==> src/hdl/rte_pkg.sv <==
// shared types and codes for the route table engine
`default_nettype none

package rte_pkg;

    // operation codes
    localparam logic [1:0] FN_UPDATE     = 2'd0;
    localparam logic [1:0] FN_LOOKUP     = 2'd1;
    localparam logic [1:0] FN_INVALIDATE = 2'd2;
    localparam logic [1:0] FN_ERASE      = 2'd3;

    // result status codes
    localparam logic [1:0] ST_DONE     = 2'd0;
    localparam logic [1:0] ST_REPLACED = 2'd1;
    localparam logic [1:0] ST_KEPT     = 2'd2;
    localparam logic [1:0] ST_FULL     = 2'd3;

    // removal counter saturates here
    localparam logic [4:0] COUNT_MAX = 5'd31;

    // one stored route
    typedef struct packed {
        logic [31:0] dest;
        logic [31:0] next_hop;
        logic [7:0]  hops;
    } t_entry;

    // table access strobes
    typedef struct packed {
        logic rd_en;
        logic wr_en;
        logic clr_en;
    } t_tbl_cmd;

endpackage

`default_nettype wire

==> src/hdl/rte_if.sv <==
// request and result channel interfaces of the route table engine
`default_nettype none

interface rte_in_if;
    logic        valid;
    logic        ready;
    logic [1:0]  func;
    logic [31:0] node_id;
    logic [31:0] via_hop;
    logic [7:0]  hop_count;

    modport source (output valid, func, node_id, via_hop, hop_count, input ready);
    modport sink (input valid, func, node_id, via_hop, hop_count, output ready);
endinterface

interface rte_out_if;
    logic        valid;
    logic        ready;
    logic        found;
    logic [31:0] route_next_hop;
    logic [7:0]  route_hops;
    logic [1:0]  status;
    logic [4:0]  removed_count;

    modport source (output valid, found, route_next_hop, route_hops, status,
                    removed_count, input ready);
    modport sink (input valid, found, route_next_hop, route_hops, status,
                  removed_count, output ready);
endinterface

`default_nettype wire

==> src/hdl/rte_route_mem.sv <==
// route storage: entry memory with registered read and per-entry valid flops
`default_nettype none

module rte_route_mem #(
    parameter int ENTRIES = 16,
    parameter int AW      = $clog2(ENTRIES)
) (
    input  wire                    i_clk,
    input  wire                    i_rst_n,
    input  wire rte_pkg::t_tbl_cmd i_cmd,
    input  wire  [AW-1:0]          i_rd_idx,
    input  wire  [AW-1:0]          i_wr_idx,
    input  wire rte_pkg::t_entry   i_wr_entry,
    input  wire  [AW-1:0]          i_clr_idx,
    output rte_pkg::t_entry        o_rd_entry,
    output logic                   o_rd_valid
);
    import rte_pkg::*;

    t_entry             r_mem [ENTRIES];
    logic [ENTRIES-1:0] r_valid;
    t_entry             r_rd_entry;
    logic               r_rd_valid;

    // entry memory write port
    always_ff @(posedge i_clk) begin
        if (i_cmd.wr_en) begin
            r_mem[i_wr_idx] <= i_wr_entry;
        end
    end

    // registered read of entry and its valid flag
    always_ff @(posedge i_clk) begin
        if (i_cmd.rd_en) begin
            r_rd_entry <= r_mem[i_rd_idx];
        end
    end

    always_ff @(posedge i_clk) begin
        if (!i_rst_n) begin
            r_rd_valid <= 1'b0;
        end else if (i_cmd.rd_en) begin
            r_rd_valid <= r_valid[i_rd_idx];
        end
    end

    // valid flags: cleared by reset, set on write, cleared on removal
    always_ff @(posedge i_clk) begin
        if (!i_rst_n) begin
            r_valid <= '0;
        end else begin
            if (i_cmd.clr_en) begin
                r_valid[i_clr_idx] <= 1'b0;
            end
            if (i_cmd.wr_en) begin
                r_valid[i_wr_idx] <= 1'b1;
            end
        end
    end

    assign o_rd_entry = r_rd_entry;
    assign o_rd_valid = r_rd_valid;

endmodule

`default_nettype wire

==> src/hdl/route_table_engine.sv <==
// route table engine top level: request sequencer, entry scan and result register
//
// Usage: requests arrive on i_in (func, node_id, via_hop, hop_count) and one
// result per request leaves on o_out (found, route_next_hop, route_hops,
// status, removed_count). Both channels use valid/ready; an item moves at a
// rising edge with valid and ready high.
// Each request scans every table entry through the single read port of the
// route memory, one entry per cycle, compares it, then commits any update or
// erase in a final commit state. The result register is loaded when the commit
// completes; the next request is accepted only once the sequencer is back in
// idle, so no request is taken while another is still in progress.
// The result sits in an output register; the next request is accepted while
// it waits. If the receiver still holds off when the next result is ready, the
// sequencer waits in its commit cycle and no further request is taken.
// Reset (i_rst_n low, synchronous) clears every valid flag at once, so the
// table comes up empty with no clearing pass, and drops any pending result.
`default_nettype none

module route_table_engine #(
    parameter int ROUTE_ENTRIES = 16
) (
    input  wire        i_clk,
    input  wire        i_rst_n,
    rte_in_if.sink     i_in,
    rte_out_if.source  o_out
);
    import rte_pkg::*;

    localparam int AW = $clog2(ROUTE_ENTRIES);
    localparam logic [AW-1:0] LAST_IDX = AW'(ROUTE_ENTRIES - 1);

    // sequencer states
    localparam logic [1:0] S_IDLE = 2'd0;
    localparam logic [1:0] S_SCAN = 2'd1;
    localparam logic [1:0] S_FIN  = 2'd2;

    logic [1:0]    r_state, n_state;

    // captured request
    logic [1:0]    r_func;
    logic [31:0]   r_node;
    logic [31:0]   r_via;
    logic [7:0]    r_hops;

    // scan control
    logic [AW-1:0] r_rd_idx;
    logic          r_issue_done;
    logic          r_cmp_vld;
    logic [AW-1:0] r_cmp_idx;

    // scan findings
    logic          r_key_hit;
    logic [AW-1:0] r_key_idx;
    logic [31:0]   r_key_next;
    logic [7:0]    r_key_hops;
    logic          r_free_hit;
    logic [AW-1:0] r_free_idx;
    logic [4:0]    r_removed;

    // result register
    logic          r_out_vld;
    logic          r_out_found;
    logic [31:0]   r_out_next;
    logic [7:0]    r_out_hops;
    logic [1:0]    r_out_status;
    logic [4:0]    r_out_removed;

    // memory port signals
    t_tbl_cmd      tbl_cmd;
    logic [AW-1:0] wr_idx;
    t_entry        wr_entry;
    logic [AW-1:0] clr_idx;
    t_entry        rd_entry;
    logic          rd_valid;

    // commit cycle results
    logic          fin_go;
    logic          n_found;
    logic [31:0]   n_next;
    logic [7:0]    n_hops;
    logic [1:0]    n_status;
    logic [4:0]    n_removed;

    // compare stage
    logic          key_match;
    logic          hop_match;
    logic          inval_hit;
    logic          free_seen;

    rte_route_mem #(
        .ENTRIES (ROUTE_ENTRIES),
        .AW      (AW)
    ) u_mem (
        .i_clk      (i_clk),
        .i_rst_n    (i_rst_n),
        .i_cmd      (tbl_cmd),
        .i_rd_idx   (r_rd_idx),
        .i_wr_idx   (wr_idx),
        .i_wr_entry (wr_entry),
        .i_clr_idx  (clr_idx),
        .o_rd_entry (rd_entry),
        .o_rd_valid (rd_valid)
    );

    // no item is taken while reset is held
    assign i_in.ready = i_rst_n && (r_state == S_IDLE);

    // compare the entry read last cycle against the request key
    assign key_match = r_cmp_vld && rd_valid && (rd_entry.dest == r_node);
    assign hop_match = r_cmp_vld && rd_valid && (rd_entry.next_hop == r_node);
    assign inval_hit = (r_func == FN_INVALIDATE) && (key_match || hop_match);
    assign free_seen = r_cmp_vld && !rd_valid && !r_free_hit;

    // commit may proceed once the result register is free
    assign fin_go = (r_state == S_FIN) && (!r_out_vld || o_out.ready);

    // commit decision and memory commands (scan reads, writes and clears)
    always_comb begin
        n_found   = r_key_hit;
        n_next    = '0;
        n_hops    = '0;
        n_status  = ST_DONE;
        n_removed = '0;
        wr_idx    = r_key_idx;
        wr_entry  = '{dest: r_node, next_hop: r_via, hops: r_hops};
        tbl_cmd   = '{rd_en: 1'b0, wr_en: 1'b0, clr_en: 1'b0};
        clr_idx   = r_cmp_idx;

        if ((r_state == S_SCAN) && !r_issue_done) begin
            tbl_cmd.rd_en = 1'b1;
        end
        if (inval_hit) begin
            tbl_cmd.clr_en = 1'b1;
        end

        case (r_func)
            FN_UPDATE: begin
                if (r_key_hit) begin
                    if (r_hops < r_key_hops) begin
                        n_status      = ST_REPLACED;
                        n_next        = r_via;
                        n_hops        = r_hops;
                        tbl_cmd.wr_en = fin_go;
                    end else begin
                        n_status = ST_KEPT;
                        n_next   = r_key_next;
                        n_hops   = r_key_hops;
                    end
                end else if (r_free_hit) begin
                    n_status      = ST_DONE;
                    wr_idx        = r_free_idx;
                    tbl_cmd.wr_en = fin_go;
                end else begin
                    n_status = ST_FULL;
                end
            end
            FN_LOOKUP: begin
                if (r_key_hit) begin
                    n_next = r_key_next;
                    n_hops = r_key_hops;
                end
            end
            FN_INVALIDATE: begin
                n_removed = r_removed;
            end
            FN_ERASE: begin
                if (r_key_hit) begin
                    n_removed = 5'd1;
                    clr_idx   = r_key_idx;
                    if (fin_go) begin
                        tbl_cmd.clr_en = 1'b1;
                    end
                end
            end
            default: begin
                n_status = ST_DONE;
            end
        endcase
    end

    // sequencer next state
    always_comb begin
        n_state = r_state;
        case (r_state)
            S_IDLE: begin
                if (i_in.valid) begin
                    n_state = S_SCAN;
                end
            end
            S_SCAN: begin
                if (r_cmp_vld && (r_cmp_idx == LAST_IDX)) begin
                    n_state = S_FIN;
                end
            end
            S_FIN: begin
                if (fin_go) begin
                    n_state = S_IDLE;
                end
            end
            default: begin
                n_state = S_IDLE;
            end
        endcase
    end

    // control registers
    always_ff @(posedge i_clk) begin
        if (!i_rst_n) begin
            r_state      <= S_IDLE;
            r_issue_done <= 1'b0;
            r_cmp_vld    <= 1'b0;
            r_key_hit    <= 1'b0;
            r_free_hit   <= 1'b0;
            r_out_vld    <= 1'b0;
        end else begin
            r_state <= n_state;

            if (i_in.valid && i_in.ready) begin
                r_issue_done <= 1'b0;
                r_cmp_vld    <= 1'b0;
                r_key_hit    <= 1'b0;
                r_free_hit   <= 1'b0;
            end else if (r_state == S_SCAN) begin
                r_cmp_vld <= !r_issue_done;
                if (!r_issue_done && (r_rd_idx == LAST_IDX)) begin
                    r_issue_done <= 1'b1;
                end
                if (key_match) begin
                    r_key_hit <= 1'b1;
                end
                if (free_seen) begin
                    r_free_hit <= 1'b1;
                end
            end else begin
                r_cmp_vld <= 1'b0;
            end

            if (fin_go) begin
                r_out_vld <= 1'b1;
            end else if (o_out.ready) begin
                r_out_vld <= 1'b0;
            end
        end
    end

    // request capture, scan address and findings
    always_ff @(posedge i_clk) begin
        if (i_in.valid && i_in.ready) begin
            r_func    <= i_in.func;
            r_node    <= i_in.node_id;
            r_via     <= i_in.via_hop;
            r_hops    <= i_in.hop_count;
            r_rd_idx  <= '0;
            r_removed <= '0;
        end else if (r_state == S_SCAN) begin
            if (!r_issue_done) begin
                r_cmp_idx <= r_rd_idx;
                if (r_rd_idx != LAST_IDX) begin
                    r_rd_idx <= r_rd_idx + AW'(1);
                end
            end
            if (key_match) begin
                r_key_idx  <= r_cmp_idx;
                r_key_next <= rd_entry.next_hop;
                r_key_hops <= rd_entry.hops;
            end
            if (free_seen) begin
                r_free_idx <= r_cmp_idx;
            end
            if (inval_hit && (r_removed != COUNT_MAX)) begin
                r_removed <= r_removed + 5'd1;
            end
        end
    end

    // result payload
    always_ff @(posedge i_clk) begin
        if (fin_go) begin
            r_out_found   <= n_found;
            r_out_next    <= n_next;
            r_out_hops    <= n_hops;
            r_out_status  <= n_status;
            r_out_removed <= n_removed;
        end
    end

    assign o_out.valid          = r_out_vld;
    assign o_out.found          = r_out_found;
    assign o_out.route_next_hop = r_out_next;
    assign o_out.route_hops     = r_out_hops;
    assign o_out.status         = r_out_status;
    assign o_out.removed_count  = r_out_removed;

    // an accepted item always starts a scan
    a_accept_scan: assert property (@(posedge i_clk) disable iff (!i_rst_n)
        (i_in.valid && i_in.ready) |=> (r_state == S_SCAN))
        else $error("accepted item did not start a scan");

    // destinations are unique, so a scan never matches the key twice
    a_unique_key: assert property (@(posedge i_clk) disable iff (!i_rst_n)
        (r_state == S_SCAN && r_key_hit) |-> !key_match)
        else $error("key matched more than one entry");

    // a dropped insert reports no route
    a_full_empty: assert property (@(posedge i_clk) disable iff (!i_rst_n)
        (o_out.valid && o_out.status == ST_FULL) |->
        (!o_out.found && o_out.route_next_hop == 32'd0 && o_out.route_hops == 8'd0))
        else $error("full status with route data");

    // removals never exceed the table size
    a_removed_bound: assert property (@(posedge i_clk) disable iff (!i_rst_n)
        o_out.valid |-> (int'(o_out.removed_count) <= ROUTE_ENTRIES))
        else $error("removed count above table size");

    // a commit only happens when the result register can take it
    a_no_overwrite: assert property (@(posedge i_clk) disable iff (!i_rst_n)
        (o_out.valid && !o_out.ready) |-> !fin_go)
        else $error("result overwritten while stalled");

endmodule

`default_nettype wire

==> src/flat_wrapper.sv <==
// flat-port wrapper written by rule: the top's interface ports become plain ports
module route_table_engine_flat import rte_pkg::*;
#(
    parameter int ROUTE_ENTRIES = 16
)
  (i_clk, i_rst_n, i_in_valid, i_in_func, i_in_node_id, i_in_via_hop, i_in_hop_count, i_in_ready, o_out_valid, o_out_found, o_out_route_next_hop, o_out_route_hops, o_out_status, o_out_removed_count, o_out_ready);
  rte_in_if i_in_i ();
  rte_out_if o_out_i ();
  input  wire i_clk;
  input  wire i_rst_n;
  input wire logic [$bits(i_in_i.valid)-1:0] i_in_valid;
  input wire logic [$bits(i_in_i.func)-1:0] i_in_func;
  input wire logic [$bits(i_in_i.node_id)-1:0] i_in_node_id;
  input wire logic [$bits(i_in_i.via_hop)-1:0] i_in_via_hop;
  input wire logic [$bits(i_in_i.hop_count)-1:0] i_in_hop_count;
  output wire logic [$bits(i_in_i.ready)-1:0] i_in_ready;
  output wire logic [$bits(o_out_i.valid)-1:0] o_out_valid;
  output wire logic [$bits(o_out_i.found)-1:0] o_out_found;
  output wire logic [$bits(o_out_i.route_next_hop)-1:0] o_out_route_next_hop;
  output wire logic [$bits(o_out_i.route_hops)-1:0] o_out_route_hops;
  output wire logic [$bits(o_out_i.status)-1:0] o_out_status;
  output wire logic [$bits(o_out_i.removed_count)-1:0] o_out_removed_count;
  input wire logic [$bits(o_out_i.ready)-1:0] o_out_ready;
  assign i_in_i.valid = i_in_valid;
  assign i_in_i.func = i_in_func;
  assign i_in_i.node_id = i_in_node_id;
  assign i_in_i.via_hop = i_in_via_hop;
  assign i_in_i.hop_count = i_in_hop_count;
  assign i_in_ready = i_in_i.ready;
  assign o_out_valid = o_out_i.valid;
  assign o_out_found = o_out_i.found;
  assign o_out_route_next_hop = o_out_i.route_next_hop;
  assign o_out_route_hops = o_out_i.route_hops;
  assign o_out_status = o_out_i.status;
  assign o_out_removed_count = o_out_i.removed_count;
  assign o_out_i.ready = o_out_ready;
  route_table_engine #(.ROUTE_ENTRIES(ROUTE_ENTRIES)) u_core (.i_clk(i_clk), .i_rst_n(i_rst_n), .i_in(i_in_i), .o_out(o_out_i));
endmodule
==> config.mk <==
export PLATFORM = sky130hd
export DESIGN_NAME = route_table_engine_flat
export DESIGN_NICKNAME = d
export VERILOG_FILES = /design/src/hdl/rte_pkg.sv /design/src/hdl/rte_if.sv /design/src/hdl/rte_route_mem.sv /design/src/hdl/route_table_engine.sv /design/src/flat_wrapper.sv
export SDC_FILE = /design/constraint.sdc
export NUM_CORES = 1
export LEC_CHECK = 0
export ABC_AREA = 0
export BUFFER_PORTS_ARGS = -buffer_cell sky130_fd_sc_hd__buf_2
export CORE_AREA = 2 2 245 368
export DETAILED_ROUTE_END_ITERATION = 8
export DIE_AREA = 0 0 247 370
export PLACE_DENSITY = 0.85
export SETUP_SLACK_MARGIN = 0.3
export SYNTH_ARGS = -nofsm -noshare
export SYNTH_HDL_FRONTEND = slang
export SYNTH_SLANG_ARGS = --single-unit
==> constraint.sdc <==
create_clock -name i_clk -period 6.3 [get_ports i_clk]
set_input_delay 0.63 -clock i_clk [delete_from_list [all_inputs] [get_ports i_clk]]
set_output_delay 0.63 -clock i_clk [all_outputs]
set_load 0.1 [all_outputs]
# After elaboration in Yosys (flattened, before gate mapping)

Memory sizes are Yosys's and may differ from the RTL's. A register that Yosys moved wholly into a read port is not among the register bits.
Cells that the tools add are included.

Flip-flop bits (word level): 207
Memory bits (writable): 1152
Output and inout bits: 50
Memories: 1

Add/sub/neg operators: 2
$lt $le $gt $ge: 6
Equal/unequal tests: 14
Muxes and demuxes: 44
Bitwise operators: 7
Reduce and logical (&&, ||, !) cells: 35

Memories:

| name               | words | bits a word | rd ports | clocked after memory_dff | wr ports | line                | source |
|---|---|---|---|---|---|---|---|
| u_core.u_mem.r_mem | 16    | 72          | 1        | 1                        | 1        | rte_route_mem.sv:20 | `t_entry r_mem [ENTRIES];` |

Operators with widths:

| operator            | number |
|---|---|
| $mux 32             | 3 |
| $eq 32x32->1        | 2 |
| $pmux 32 s2         | 1 |
| $mux 16             | 3 |
| $mux 8              | 3 |
| $mux 4              | 5 |
| $mux 1              | 17 |
| $and 16x16->16      | 1 |
| $not 16->16         | 1 |
| $or 16x16->16       | 1 |
| $pmux 8 s2          | 1 |
| $logic_and 1x1->1   | 15 |
| $lt 4x5->1 const B  | 3 |
| $reduce_and 3->1    | 5 |
| $mux 2              | 6 |
| $pmux 5 s2          | 1 |
| $demux 1 s4         | 2 |
| $eq 4x4->1 const B  | 2 |
| $ge 4x1->1 const B  | 2 |
| $lt 8x8->1          | 1 |
| $reduce_and 2->1    | 4 |
| $eq 2x2->1 const B  | 3 |
| $pmux 2 s3          | 1 |
| $add 5x1->5 const B | 1 |
| other kinds (14)    | 24 |

# Logic depth before layout (Yosys ltp)

Depth after elaboration: 12
Mapped depth: 9
Mapped depth without buffers: 7

# Modules after synthesis

From an unflattened synthesis, not the netlist that was laid out.

Cells, all modules: 2326
Area total of the unflattened synthesis: 54020.6 um^2

Modules (own cells, without submodules):

| module             | instances | cells each | area an instance (um^2) | sequential area each (um^2) |
|---|---|---|---|---|
| rte_route_mem      | 1         | 1770       | 46195.6                 | 37095.6 |
| route_table_engine | 1         | 556        | 7825.0                  | 5545.3 |

# Worst setup path after synthesis

Ideal clock, no wire load.

Path kind: register -> register
Start point: reg u_core.r_hops[1]
End point: mem u_core.u_mem.r_mem[6][0] in the netlist's numbering, enable pin
Setup time: 503 ps
Arrival: 4999 ps
Slack: 798 ps
Cell stages (with the launch flop): 8
Buffers on the path: 1
Clock period less this slack: 5502 ps
Cells stage by stage: edfxtp_1 ha_1 a21o_1 a211o_1 a211oi_2 buf_2 a31oi_1 nor2_1

Cells in the longest elaborated chain, start to end: 6

RTL lines:

| element                      | line                      | source |
|---|---|---|
| from (decl)                  | route_table_engine.sv:43  | `logic [7:0] r_hops;` |
| from (signal assigned)       | route_table_engine.sv:252 | `r_hops <= i_in.hop_count;` |
| $lt 8x8->1                   | route_table_engine.sv:139 | `if (r_hops < r_key_hops) begin` |
| $mux 1                       | route_table_engine.sv:139 |  |
| $mux 1                       | route_table_engine.sv:138 | `if (r_key_hit) begin` |
| $mux 1                       | route_table_engine.sv:136 | `case (r_func)` |
| $mux 1                       | rte_route_mem.sv:27       | `if (i_cmd.wr_en) begin` |
| $mux 1 (not written as such) | rte_route_mem.sv:28       | `r_mem[i_wr_idx] <= i_wr_entry;` |
| to (decl)                    | rte_route_mem.sv:20       |  |

No other way between the ends.

# Worst setup path after layout

Start point: reg u_core.r_hops[7]
End point: mem u_core.u_mem.r_mem[1][35] in the netlist's numbering, enable pin

The elaborated chain is that of the path after synthesis.

==> run summary <==
Relative slew slack: 15.1%
Peak VDD IR: 0.309 mV
Xor/xnor cell area share of the yosys netlist: 1.05%
Setup crit start kind: register
Die ar.: 0.0914 mm^2
Yosys warning total: 0
Synth Area in Compound Gates: 0.886%
Synthesized flop and latch total: 1431
Initial antenna violation count: 2
Clk_lat worst skew: 0.75 ns
DRC: 0
DR pass1 iterations: 8
CTS Hold Bufs: 0
Initial core utilization: 61.4%
CP Data Required Time: 6.71 ns
Core area: 0.0884 mm^2
Avg Vias per Cell: 7.25
Distinct cells, synth: 44
DRT Wirelength: 145 mm
Clock skew: 0.0325 ns
Setup ws final: 1.52 ns
Hold Crit Depth: 1
Area grow syn2layout: 12.0%
Worst min path class: input pin to register
Setup_tns: 0 ns
Critical path data arrival time: 5.19 ns
Most common cell after layout, fill and taps aside: edfxtp_1
Syn avg cell area: 23.1 um^2
Fin. max-slew vios: 0
Critical path type: register to register
Site row count: 134
LEAKAGE: 0.0187 uW
Cell Area, Synth: 0.0542 mm^2
CTS buffer count: 117
Antenna Nets Post-Route: 0
I/O Buffers: 127
IO Pins: 128
CP cell instances: ha_1 -> a21oi_1 -> o21ai_0 -> a211oi_4 -> buf_4 -> a31oi_1 -> nor2_4 -> buf_4
Min cycle time layout: 4.78 ns
Proportion of synthesized area in mux cells: 16.1%
Post-DP HPWL: 75.4 mm
Die span in y: 370 um
Layout net count: 2638
Crit path buf inv count: 2
Max Buffers Root-to-Sink: 3
Fin crit share: 75.9%
WP depth: 8
Least-Margin Pin Slew: 1.27 ns
Commonest cells after routing, fill and taps aside: edfxtp_1, mux4_2, buf_2, clkbuf_16, nor2_1
Fin. Hold Viols: 0
Largest net degree at the start of global routing: 116
Setup Buffers After CTS: 0
Top delay family on crit path: compound AO/OA/AOI/OAI gates
Resized cells post-CTS: 0
CTS clk-pin slew, worst paths: 0.07 ns
Pre-CTS setup slack: 1.75 ns
Mapped Nets: 2440
Critical path endpoint category: register
Status: completed
Fmax: 0.209 GHz
Reg2Reg Depth: 8
Adder-Cell Fraction of Synth Area: 0.231%
Sink Count: 1431
H-tree level count: 3
Seq/Total Area, Yosys: 78.6%
Via Count: 27700
DIE WIDTH: 247 um
Synth Area in Simple Gates: 2.17%
First-pass GRT wire length: 207 mm
CTS tree: built
Slowest CP cell: nor2_4
Final setup viols: 0
Max-cap violations: 0
Power per Cell Area: 372 mW/mm^2
CP Max Fanout: 23
Gpl congestion: 0.907
CP peak stage delay: 0.90 ns
Global route overflow: 0
Vias in the first global route: 28000
Largest family of logic cells by synthesized area: multiplexers
Cells after Synth: 2352
Share of cells above drive strength 1: 29.0%
Clk Tree Root Cell: clkbuf_16
RSZ-0062 raised after global routing: false
Most frequent CP cell: buf_4
Routed wire length per instance: 37.9 um
Gr usage total: 32.5%
Initial DRC count: 4135
## cells by family (layout without fill, tap and decap cells)
family	Yosys count	count (layout)
xor+xnor	65	65
mux	414	414
fa+ha+maj	10	10
flops	1431	1431
buf+inv	124	426
simple gates	240	240
compound gates	68	68
other cells	0	2
## sequential cells by signal (all words and copies together) (netlist names), 4 cells and up
signal,flops
u_core.u_mem.r_mem,1152
u_core.u_mem.o_rd_entry,72
u_core.o_out.route_next_hop,32
u_core.r_key_next,32
u_core.r_node,32
u_core.r_via,32
u_core.u_mem.r_valid,16
u_core.o_out.route_hops,8
u_core.r_hops,8
u_core.r_key_hops,8
u_core.o_out.removed_count,5
u_core.r_removed,5
u_core.r_cmp_idx,4
u_core.r_free_idx,4
u_core.r_key_idx,4
u_core.r_rd_idx,4
## synth_stat cells
cell type / number / area (um^2)
a21oi_1: 13 / 65.1
edfxtp_1: 1398 / 42000
nor3b_1: 4 / 30.0
xor2_1: 9 / 78.8
nand2_1: 26 / 97.6
or4_1: 3 / 22.5
nand4b_1: 1 / 8.76
a221oi_1: 8 / 70.1
buf_1: 4 / 15.0
and3_1: 6 / 37.5
clkbuf_1: 57 / 214
buf_6: 1 / 11.3
nand3_1: 13 / 65.1
nand3b_1: 2 / 15.0
a211o_1: 1 / 8.76
o21ba_2: 1 / 10.0
clkinv_1: 1 / 3.75
nor4_1: 7 / 43.8
nand4_1: 25 / 156
buf_2: 42 / 210
a21o_1: 1 / 7.51
inv_1: 19 / 71.3
a31oi_1: 11 / 68.8
and4_1: 2 / 17.5
a211oi_1: 24 / 180
nor4b_4: 1 / 23.8
ha_1: 10 / 125
a2111oi_2: 1 / 15.0
mux2i_1: 48 / 480
or3_1: 2 / 12.5
a211oi_2: 2 / 25.0
nand2b_1: 6 / 37.5
nor3_1: 9 / 45.0
xnor2_1: 56 / 490
dfxtp_1: 33 / 661
nor3_2: 1 / 10.0
and2_1: 7 / 43.8
o21ai_0: 6 / 30.0
or2_2: 3 / 18.8
nor4b_1: 2 / 17.5
nor2b_1: 9 / 56.3
mux4_2: 365 / 8220
mux2_2: 1 / 11.3
nor2_1: 111 / 417
## layout make-up
class                   instances  area (um^2)
diodes                          2         5.00
inverters                      20         77.6
multi-input cells             797        11200
clock inverters                86          995
repair buffers                183         1270
flip-flops and latches       1431        42700
well taps                    1156         1450
fillers                      4709        27600
clock buffers                 137         3100
## worst paths after layout
path,end,from,slack (ns)
hold reg to reg,u_core.r_key_hops[7],u_core.u_mem.o_rd_entry[7],0.44
setup reg to reg,u_core.u_mem.r_mem[1][35],u_core.r_hops[7],1.52
hold / removal,u_core.r_via[10],i_in_via_hop[10],0.05
setup / recovery,u_core.u_mem.r_mem[1][35],u_core.r_hops[7],1.52
## stage by stage
| stage | area (um^2) | utilization (%) | cells | hold WS, ns | power, uW |
|---|---|---|---|---|---|
| after floorplan | 54200 | - | 2352 | 0.400 | 13800 |
| after global placement | 56700 | 64.1 | 3587 | 0.435 | 14700 |
| after detailed placement | 56700 | 64.1 | 3587 | 0.407 | 14800 |
| after CTS | 60800 | 68.8 | 3810 | 0.0198 | 22700 |
| after global routing | 60800 | 68.8 | 3810 | 0.0455 | 23100 |
| final | 60800 | 68.8 | 3812 | 0.0529 | 22600 |
## layer usage
| layer | share of wire (%) | up-vias | routed length, um | global-route usage (%) |
|---|---|---|---|---|
| met5 | 0.0097 | - | 14 | 0 |
| met4 | 6.5 | 2 | 9410 | 17.4 |
| met3 | 10 | 549 | 14600 | 6.03 |
| met2 | 52 | 2478 | 74500 | 54.6 |
| met1 | 32 | 14300 | 46100 | 40.5 |
| li1 | - | 10300 | - | - |
## report_power, final
group | leakage (uW) | internal [uW] | total, uW | switching (uW)
Clock | 0.00198 | 4320 | 7800 | 3480
Combinational | 0.00383 | 1880 | 3700 | 1820
Sequential | 0.0129 | 10700 | 11100 | 443
(Power assumes the default switching activity.)
